**config.mk**
```make
export PLATFORM = sky130hd
export DESIGN_NAME = vpz_alu
export DESIGN_NICKNAME = d
export VERILOG_FILES = /design/src/rtl/vpz_pkg.sv /design/src/rtl/vpz_div.sv /design/src/rtl/vpz_alu.sv
export SDC_FILE = /design/constraint.sdc
export NUM_CORES = 2
export LEC_CHECK = 0
export BUFFER_PORTS_ARGS = -buffer_cell sky130_fd_sc_hd__clkbuf_2
export CELL_PAD_IN_SITES_DETAIL_PLACEMENT = 1
export CELL_PAD_IN_SITES_GLOBAL_PLACEMENT = 1
export CORE_MARGIN = 2
export CORE_UTILIZATION = 54
export CTS_CLUSTER_DIAMETER = 120
export DETAILED_ROUTE_END_ITERATION = 16
export HOLD_SLACK_MARGIN = 0.05
export PLACE_DENSITY_LB_ADDON = 0.1
export RECOVER_POWER = 25
export SKIP_LAST_GASP = 1
export SYNTH_ARGS = -nofsm -noshare
export SYNTH_HDL_FRONTEND = slang
export SYNTH_SLANG_ARGS = --single-unit
```
**constraint.sdc**
```tcl
create_clock -name clk -period 14.3 [get_ports clk]
set_clock_uncertainty 0.1 [all_clocks]
set_input_delay 0 -clock clk [delete_from_list [all_inputs] [get_ports clk]]
set_output_delay 0 -clock clk [all_outputs]
set_load 0.02 [all_outputs]
```
**src/rtl/vpz_pkg.sv**
```systemverilog
// ----------------------------------------------------------------------------
// vpz_pkg: shared types and constants for the pan/zoom view transform
// Operation codes of the shared arithmetic unit, handshake structs between
// the sequencer and that unit, stream layout and saturation helpers.
// ----------------------------------------------------------------------------
package vpz_pkg;

  // stream layout
  localparam int IN_TDATA_W  = 192;
  localparam int OUT_TDATA_W = 264;
  localparam int PADDR_W     = 5;

  // register indexes (paddr[4:2])
  localparam logic [2:0] REG_BOUND_LEFT   = 3'd0;
  localparam logic [2:0] REG_BOUND_RIGHT  = 3'd1;
  localparam logic [2:0] REG_BOUND_BOTTOM = 3'd2;
  localparam logic [2:0] REG_BOUND_TOP    = 3'd3;
  localparam logic [2:0] REG_PLANE_NEAR   = 3'd4;
  localparam logic [2:0] REG_PLANE_FAR    = 3'd5;
  localparam logic [2:0] REG_PAN_ENABLE   = 3'd6;

  // item kinds
  localparam logic [1:0] KIND_PAN   = 2'd0;
  localparam logic [1:0] KIND_ZOOM  = 2'd1;
  localparam logic [1:0] KIND_FIT   = 2'd2;
  localparam logic [1:0] KIND_QUERY = 2'd3;

  // result status
  localparam logic [1:0] STAT_OK      = 2'd0;
  localparam logic [1:0] STAT_IGNORED = 2'd1;
  localparam logic [1:0] STAT_SAT     = 2'd2;

  localparam logic signed [31:0] S32_MAX = 32'sh7FFF_FFFF;
  localparam logic signed [31:0] S32_MIN = 32'sh8000_0000;

  typedef enum logic [2:0] {
    OP_NONE,
    OP_ADD,
    OP_SUB,
    OP_MUL,    // (a*b) >>> FRAC_BITS
    OP_MULH,   // (a*b) >>> 1
    OP_DIV,    // (a << FRAC_BITS) / b
    OP_DIV2,   // (a << 1) / b
    OP_HALF    // a / 2, toward zero
  } alu_op_t;

  typedef struct packed {
    logic    start;
    alu_op_t op;
  } alu_req_t;

  typedef struct packed {
    logic done;
    logic dz;    // divisor was zero
  } alu_rsp_t;

  function automatic logic signed [31:0] sat_s33(input logic signed [32:0] v);
    logic signed [31:0] r;
    if (v[32] != v[31]) r = v[32] ? S32_MIN : S32_MAX;
    else                r = v[31:0];
    return r;
  endfunction

  function automatic logic signed [31:0] sat_s64(input logic signed [63:0] v);
    logic signed [31:0] r;
    if ((&v[63:31]) || !(|v[63:31])) r = v[31:0];
    else                              r = v[63] ? S32_MIN : S32_MAX;
    return r;
  endfunction

endpackage

```
**src/rtl/vpz_div.sv**
```systemverilog
// ----------------------------------------------------------------------------
// vpz_div: iterative signed divider
// Restoring divide on magnitudes, one quotient bit per cycle, truncating
// toward zero and saturating to 32 bits. Zero divisor saturates by the dividend's sign; zero over zero gives zero.
// ----------------------------------------------------------------------------
module vpz_div
  import vpz_pkg::*;
#(
  parameter int DVW = 48
) (
  input  logic                  clk,
  input  logic                  rst,
  input  logic                  start,
  input  logic signed [DVW-1:0] dividend,
  input  logic signed [31:0]    divisor,
  output logic                  done,
  output logic                  dz,
  output logic signed [31:0]    q
);

  localparam int CNT_W = $clog2(DVW + 1);

  typedef enum logic [1:0] {D_IDLE, D_RUN, D_FIN} dstate_t;

  dstate_t          st;
  logic [DVW-1:0]   num;
  logic [31:0]      den;
  logic [31:0]      rem;
  logic [CNT_W-1:0] cnt;
  logic             neg;
  logic [32:0]      trial;
  logic             fits;
  logic [DVW-1:0]   lim;

  assign trial = {rem, num[DVW-1]};
  assign fits  = trial >= {1'b0, den};
  assign lim   = neg ? DVW'(32'h8000_0000) : DVW'(32'h7FFF_FFFF);

  always_ff @(posedge clk) begin
    if (rst) begin
      st   <= D_IDLE;
      done <= 1'b0;
      dz   <= 1'b0;
    end else begin
      unique case (st)
        D_IDLE: begin
          // zero divisor answers at once
          done <= start && (divisor == 32'sd0);
          dz   <= start && (divisor == 32'sd0);
          if (start) begin
            neg <= dividend[DVW-1] ^ divisor[31];
            if (divisor == 32'sd0) begin
              if (dividend[DVW-1])          q <= S32_MIN;
              else if (dividend == '0)      q <= 32'sd0;
              else                          q <= S32_MAX;
            end else begin
              num <= dividend[DVW-1] ? DVW'('0 - unsigned'(dividend)) : unsigned'(dividend);
              den <= divisor[31] ? 32'('0 - unsigned'(divisor)) : unsigned'(divisor);
              rem <= '0;
              cnt <= '0;
              st  <= D_RUN;
            end
          end
        end
        D_RUN: begin
          rem <= fits ? 32'(trial - {1'b0, den}) : trial[31:0];
          num <= {num[DVW-2:0], fits};
          cnt <= cnt + 1'b1;
          if (cnt == CNT_W'(DVW - 1)) st <= D_FIN;
        end
        D_FIN: begin
          if (num > lim) q <= neg ? S32_MIN : S32_MAX;
          else           q <= neg ? 32'('0 - num[31:0]) : num[31:0];
          done <= 1'b1;
          st   <= D_IDLE;
        end
        default: st <= D_IDLE;
      endcase
    end
  end

endmodule

```
**src/rtl/vpz_alu.sv**
```systemverilog
// ----------------------------------------------------------------------------
// vpz_alu: shared fixed-point arithmetic unit
// Saturating add/sub and halving, multiply with shift through a product
// register, and divide through the iterative divider. One request at a time.
// ----------------------------------------------------------------------------
module vpz_alu
  import vpz_pkg::*;
#(
  parameter int FRAC_BITS = 16
) (
  input  logic               clk,
  input  logic               rst,
  input  alu_req_t           req,
  input  logic signed [31:0] a,
  input  logic signed [31:0] b,
  output alu_rsp_t           rsp,
  output logic signed [31:0] y
);

  localparam int DVW = 32 + FRAC_BITS;

  typedef enum logic [1:0] {A_IDLE, A_MUL, A_DIV} astate_t;

  astate_t               st;
  logic signed [63:0]    prod;
  logic                  prod_half;
  logic signed [63:0]    prod_sh;
  logic signed [32:0]    sum;
  logic signed [31:0]    half;
  logic signed [DVW-1:0] a_ext;
  logic signed [DVW-1:0] dvd;
  logic                  div_start;
  logic                  div_done;
  logic                  div_dz;
  logic signed [31:0]    div_q;
  logic                  quick;

  assign a_ext     = DVW'(a);
  assign dvd       = (req.op == OP_DIV2) ? (a_ext <<< 1) : (a_ext <<< FRAC_BITS);
  assign div_start = req.start && (st == A_IDLE) && (req.op == OP_DIV || req.op == OP_DIV2);
  assign prod_sh   = prod_half ? (prod >>> 1) : (prod >>> FRAC_BITS);
  assign sum       = (req.op == OP_SUB) ? (33'(a) - 33'(b)) : (33'(a) + 33'(b));
  // negative values get +1 first so the shift truncates toward zero
  assign half      = (a + $signed({31'd0, a[31]})) >>> 1;
  assign quick     = req.start && (req.op == OP_ADD || req.op == OP_SUB || req.op == OP_HALF);

  vpz_div #(.DVW(DVW)) u_div (
    .clk      (clk),
    .rst      (rst),
    .start    (div_start),
    .dividend (dvd),
    .divisor  (b),
    .done     (div_done),
    .dz       (div_dz),
    .q        (div_q)
  );

  always_ff @(posedge clk) begin
    if (rst) begin
      st  <= A_IDLE;
      rsp <= '0;
    end else begin
      unique case (st)
        A_IDLE: begin
          rsp <= '{done: quick, dz: 1'b0};
          if (req.start) begin
            unique case (req.op)
              OP_ADD, OP_SUB: y <= sat_s33(sum);
              OP_HALF:        y <= half;
              OP_MUL, OP_MULH: begin
                prod      <= 64'(a) * 64'(b);
                prod_half <= (req.op == OP_MULH);
                st        <= A_MUL;
              end
              OP_DIV, OP_DIV2: st <= A_DIV;
              default: ;
            endcase
          end
        end
        A_MUL: begin
          y   <= sat_s64(prod_sh);
          rsp <= '{done: 1'b1, dz: 1'b0};
          st  <= A_IDLE;
        end
        A_DIV: begin
          rsp <= '{done: div_done, dz: div_done && div_dz};
          if (div_done) begin
            y  <= div_q;
            st <= A_IDLE;
          end
        end
        default: begin
          rsp <= '0;
          st  <= A_IDLE;
        end
      endcase
    end
  end

endmodule

```
# --- Word level (Yosys, flattened, before mapping) ---
# Cells that the tools add are included.
classes:
  add_sub_neg: 8
  n_lt_le_gt_ge: 2
  n_reduce_logical: 30
  n_bitwise: 3
  mux: 42
  n_eq_ne: 21
  multipliers: 1
op_table:
  columns: ["operator", "n"]
  rows:
  - ["two-way mux 32 bit", 16]
  - ["case mux 32 bit (2 select lines)", 3]
  - ["two-way mux 48 bit", 3]
  - ["case mux 32 bit (3 select lines)", 1]
  - ["case mux 48 bit (2 select lines)", 1]
  - ["multiplier 32 x 32 -> 64 bit", 1]
  - ["subtractor 1 x 32 -> 32 bit (first input constant)", 2]
  - ["two-way mux 31 bit", 2]
  - ["two-way mux 62 bit", 1]
  - ["> comparator 48 bit", 1]
  - ["logical NOT 48 bit", 1]
  - ["subtractor 1 x 48 -> 48 bit (first input constant)", 1]
  - ["two-way mux 47 bit", 1]
  - ["adder 32 x 32 -> 33 bit", 1]
  - [">= comparator 33 x 32 -> 1 bit", 1]
  - ["two-way mux 33 bit", 1]
  - ["AND reduction 33 bit", 1]
  - ["OR reduction 33 bit", 1]
  - ["subtractor 32 x 32 -> 33 bit", 1]
  - ["adder 32 x 2 -> 32 bit", 1]
  - ["logical NOT 32 bit", 1]
  - ["subtractor 32 bit", 1]
  - ["AND reduction 4 bit", 4]
  - ["equality test 3 bit (second input constant)", 4]
  - ["27 further kinds", 56]
totals:
  out_inout_bits: 34
  input_bits: 70
  register_bits: 256

# --- Longest topological paths before layout ---
depth:
  ltp_word: 8
  depth_mapped: 31
  mapped_depth_nobuf: 27

# --- Modules after synthesis ---
# From an unflattened synthesis, not the netlist that was laid out.
hier_totals:
  hier_cells: 6130
  hier_area_um2: 55863.6
modules_own_cells:
  columns: ["mod", "n_inst", "area_per_inst_um2", "cells_per_inst"]
  rows:
  - ["vpz_alu", 1, 44859.3, 4953]
  - ["vpz_div", 1, 11004.3, 1177]

# --- Worst setup path after synthesis ---
# Ideal clock, no wire load.
synth_timing:
  kind: "in2reg"
  startpoint: "input port b[1]"
  endpoint: "register u_div.cnt[0] (enable)"
  arrival_ns: 7.546
  path_slack_ns: 5.996
  setup_ns: 0.658
  path_buffers: 0
  required_ns: 13.542
  cell_stages: 9
  cell_sequence: "clkinv_1 ha_1 or3b_1 nor3_1 nand4_1 or3_1 or3_1 nor4_1 a211oi_1"
synth_via:
  elab_chain_len: 3
synth_lines:
  columns: ["item", "line", "text"]
  rows:
  - ["from (decl)", "vpz_alu.sv:15", "input logic signed [31:0] b,"]
  - ["logical NOT 32 bit", "vpz_div.sv:52", "if (divisor == 32'sd0) begin"]
  - ["!= test 2 bit (no line)", null, null]
  - ["AND reduction 4 bit (no line)", null, null]
  - ["to (signal assigned)", "vpz_div.sv:68", "cnt <= cnt + 1'b1;"]
  - ["to (decl)", "vpz_div.sv:29", "logic [CNT_W-1:0] cnt;"]
# No other way between the ends.
# A chain may end at the register's enable or synchronous reset.

# --- Final worst setup path ---
layout_timing:
  startpoint: "input port a[31]"
  endpoint: "register prod[63], data pin"
layout_via:
  elab_chain_len: 1
layout_lines:
  columns: ["item", "line", "text"]
  rows:
  - ["from (decl)", "vpz_alu.sv:14", "input logic signed [31:0] a,"]
  - ["multiplier 32 x 32 -> 64 bit", "vpz_alu.sv:71", "prod <= 64'(a) * 64'(b);"]
  - ["to (signal assigned)", "vpz_alu.sv:71", null]
  - ["to (decl)", "vpz_alu.sv:25", "logic signed [63:0] prod;"]
# No other way between the ends.

==> impl_metrics.py <==
metrics = {
    "yosys": {
        "synth_top_family_by_area": "adder cells",
        "postSynthAreaPerCell_um2": 9.12,
        "synth_adder_area_share_pct": 45.8,
        "synthCells": 6064,
        "synth_common_cells": "1084 x fa_1, 1051 x inv_1, 800 x nand2_1",
        "synth_top_area_share_pct": 39.2,
        "yosysTopAreaCell": "fa_1",
        "synth-simple-area-share_pct": 17.1,
        "synth_xor_area_share_pct": 3.88,
        "synthFlopType": "edfxtp_1",
        "async_flop_share_pct": 0,
        "synth_area_um2": 55300,
        "syn-num-nets": 7508,
        "synth_mux_area_share_pct": 1.33,
        "ys_types": 85,
        "yosysWarnings": 0,
        "yosys-top-cells-area": "fa_1 39%, edfxtp_1 13%, inv_1 7.1%, ha_1 6.6%, and2_1 5.7%",
        "synth-edff-count": 247,
        "yosysSeqAreaShare_pct": 13.7,
        "synth_compound_area_share_pct": 8.55,
        "synth-seq-cells": 255,
        "yosysMostFrequentCell": "fa_1",
    },
    "run_status": {
        "failed_checks": "max-capacitance violations, max-slew violations",
        "outcome": "complete, but fails checks",
    },
    "finish": {
        "final_nets": 7396,
        "drive_above_1_share_pct": 4.50,
        "syn_to_final_growth_pct": 5.05,
        "finalNonFillerCells": 7346,
        "utilization_pct": 57.1,
        "nFillCells": 11692,
        "regArea_um2": 7580,
        "multi_input_area_um2": 42400,
    },
    "placed_design": {
        "pre_cts_slack_ns": 4.91,
        "dp.cells": 7271,
        "io_buffers": 103,
        "hpwlAfterDp_um": 149000,
        "gp_congestion": 0.948,
    },
    "clock_tree": {
        "clk_pin_slew_worst_paths_ns": 0.06,
        "clkLatencyLatePin_ns": 0.58,
        "cts_tree": "built",
        "clockRootBuffer": "clkbuf_16",
        "cts_buffer_depth": 3,
        "cts_made_buffers": 34,
        "cts_resized": 0,
        "cts_num_sinks": 255,
        "h-tree-depth": 2,
    },
    "route": {
        "wl_per_cell_um": 26.7,
        "antenna_left": 0,
        "num_vias": 44479,
        "post-route-drc-count": 0,
        "firstDrtPassIters": 8,
        "drtIter0Drc": 3674,
        "drt_wl_total_um": 196000,
        "via_per_inst": 6.05,
    },
    "critical_path": {
        "cp_max_fo": 32,
        "end_kind": "flip-flop",
        "crit_arrival_ns": 11.03,
        "path_class": "primary input to flip-flop",
        "critPathLaunchType": "primary input",
        "required_ns": 14.52,
    },
    "floorplan": {
        "dieArea_um2": 105000,
        "die_w_um": 324,
        "rows": 117,
        "start_util_pct": 54.4,
        "core_area_um2": 102000,
        "io_pins": 104,
        "die_h_um": 324,
    },
    "timing": {
        "tightest_slew_ns": 4.21,
        "hold_violations": 0,
        "fin_ws_ns": 3.49,
        "setup_viol_count_final": 0,
        "tns_ns": 0,
        "drv_slew": 224,
        "period_share_pct": 75.6,
        "max-slew-margin-rel_pct": -180,
        "fin_crit_ns": 10.81,
        "fmax_mhz": 92.5,
        "rsz0062_at_grt": "false",
    },
    "global_route": {
        "grt_max_degree": 65,
        "grt_use_total_pct": 38.4,
        "gr-total-overflow": 0,
        "grt_pass1_vias": 49270,
        "grt_pass1_wl_um": 300000,
        "antenna_found_initial": 8,
    },
    "flow_run": {
        "maxCapViolCount": 5,
    },
    "worst_hold_path": {
        "holdCritPathClass": "primary input to flip-flop",
    },
}
-- timing repair --
item                                   in CTS  in global routing
endpoints found under the hold margin      15                  0
buffers inserted                            0                  0
hold buffers                               13                  0
-- sequential cells by signal, summed over array words and instances, names as in the netlist --
signal	count
prod	63
prod_half	1
rsp	2
st	2
u_div.cnt	6
u_div.den	32
u_div.done	1
u_div.dz	1
u_div.neg	1
u_div.num	48
u_div.q	32
u_div.rem	32
u_div.st	2
y	32
-- cell usage in the layout, fill, tap and decap left out, drive strengths merged, types with 22 or more instances in the layout --
master,instances
nand2b,32
o21ai,166
edfxtp,247
nand2,800
xnor2,156
o211ai,31
fa,1084
nor2,263
nand3,56
nand4,43
mux2i,69
a21oi,248
o21bai,22
ha,290
buf,95
or2,23
xor2,88
and2,507
clkbuf,147
nor4,31
o21a,28
a31oi,42
inv,1054
a211oi,35
a21o,60
nor3,68
or3,34
o31ai,22
-- path summary, 6_finish.rpt --
path | from | end | slack (ns) | depth (start not counted)
worst min-delay path | b[26] | u_div.den[26] | 0.08 | 3
worst min register to register | u_div.dz | rsp[0] | 0.39 | 2
worst max-delay path | a[31] | prod[63] | 3.49 | 26
worst max register to register | u_div.neg | u_div.q[3] | 9.22 | 11
-- routing by layer --
metal  track usage [%]  share of wire, %  wire, µm  vias up
li1                  -                 -         -    18731
met1              48.6                38     74300    23063
met2              62.8                47     92600     2070
met3              7.63               8.9     17400      611
met4              19.3               5.9     11600        4
met5                 0             0.013        25        -
-- cells by family (layout without fill, tap and decap cells) --
logic type	Yosys count	in the layout
xor+xnor	244	244
flops	255	255
simple gates	1940	1940
mux	73	73
compound gates	759	759
other cells	0	1
buf+inv	1419	1332
fa+ha+maj	1374	1374
-- critical path: stages --
cell      delay [ns]
clkbuf_1        1.50
clkinv_1        1.37
nor2_1          0.54
ha_1            0.37
fa_1            0.60
fa_1            0.70
fa_1            1.03
inv_1           0.43
fa_1            0.59
inv_1           0.06
fa_1            0.54
inv_1           0.06
fa_1            0.48
inv_1           0.06
fa_1            0.45
ha_1            0.39
a21o_1          0.23
a21o_1          0.18
a21o_1          0.18
a21o_1          0.17
a21oi_1         0.13
o21ai_0         0.12
and2_1          0.20
a311o_1         0.31
a21oi_1         0.18
xnor2_1         0.08
-- area by class of cell --
cell class / count / share of cell area (%)
diodes: 1 / 0.00431
clock buffers: 39 / 1.53
clock inverters: 22 / 0.368
inverters: 1055 / 6.81
multi-input cells: 4390 / 73.0
flip-flops and latches: 255 / 13.0
well taps: 1368 / 2.95
repair buffers: 216 / 2.29
-- metrics by stage --
stage / cell area, µm² / hold slack [ns]
3_5_place_dp: 57000 / 0.253
2_1_floorplan: 55300 / -0.00113
3_3_place_gp: 57000 / 0.247
6_report: 58100 / 0.0823
5_1_grt: 58100 / 0.0902
4_1_cts: 58200 / 0.0570
Power is left out: the tool's default activity adds up to more than one toggle a clock period on the data nets, which glitch-free logic cannot reach.
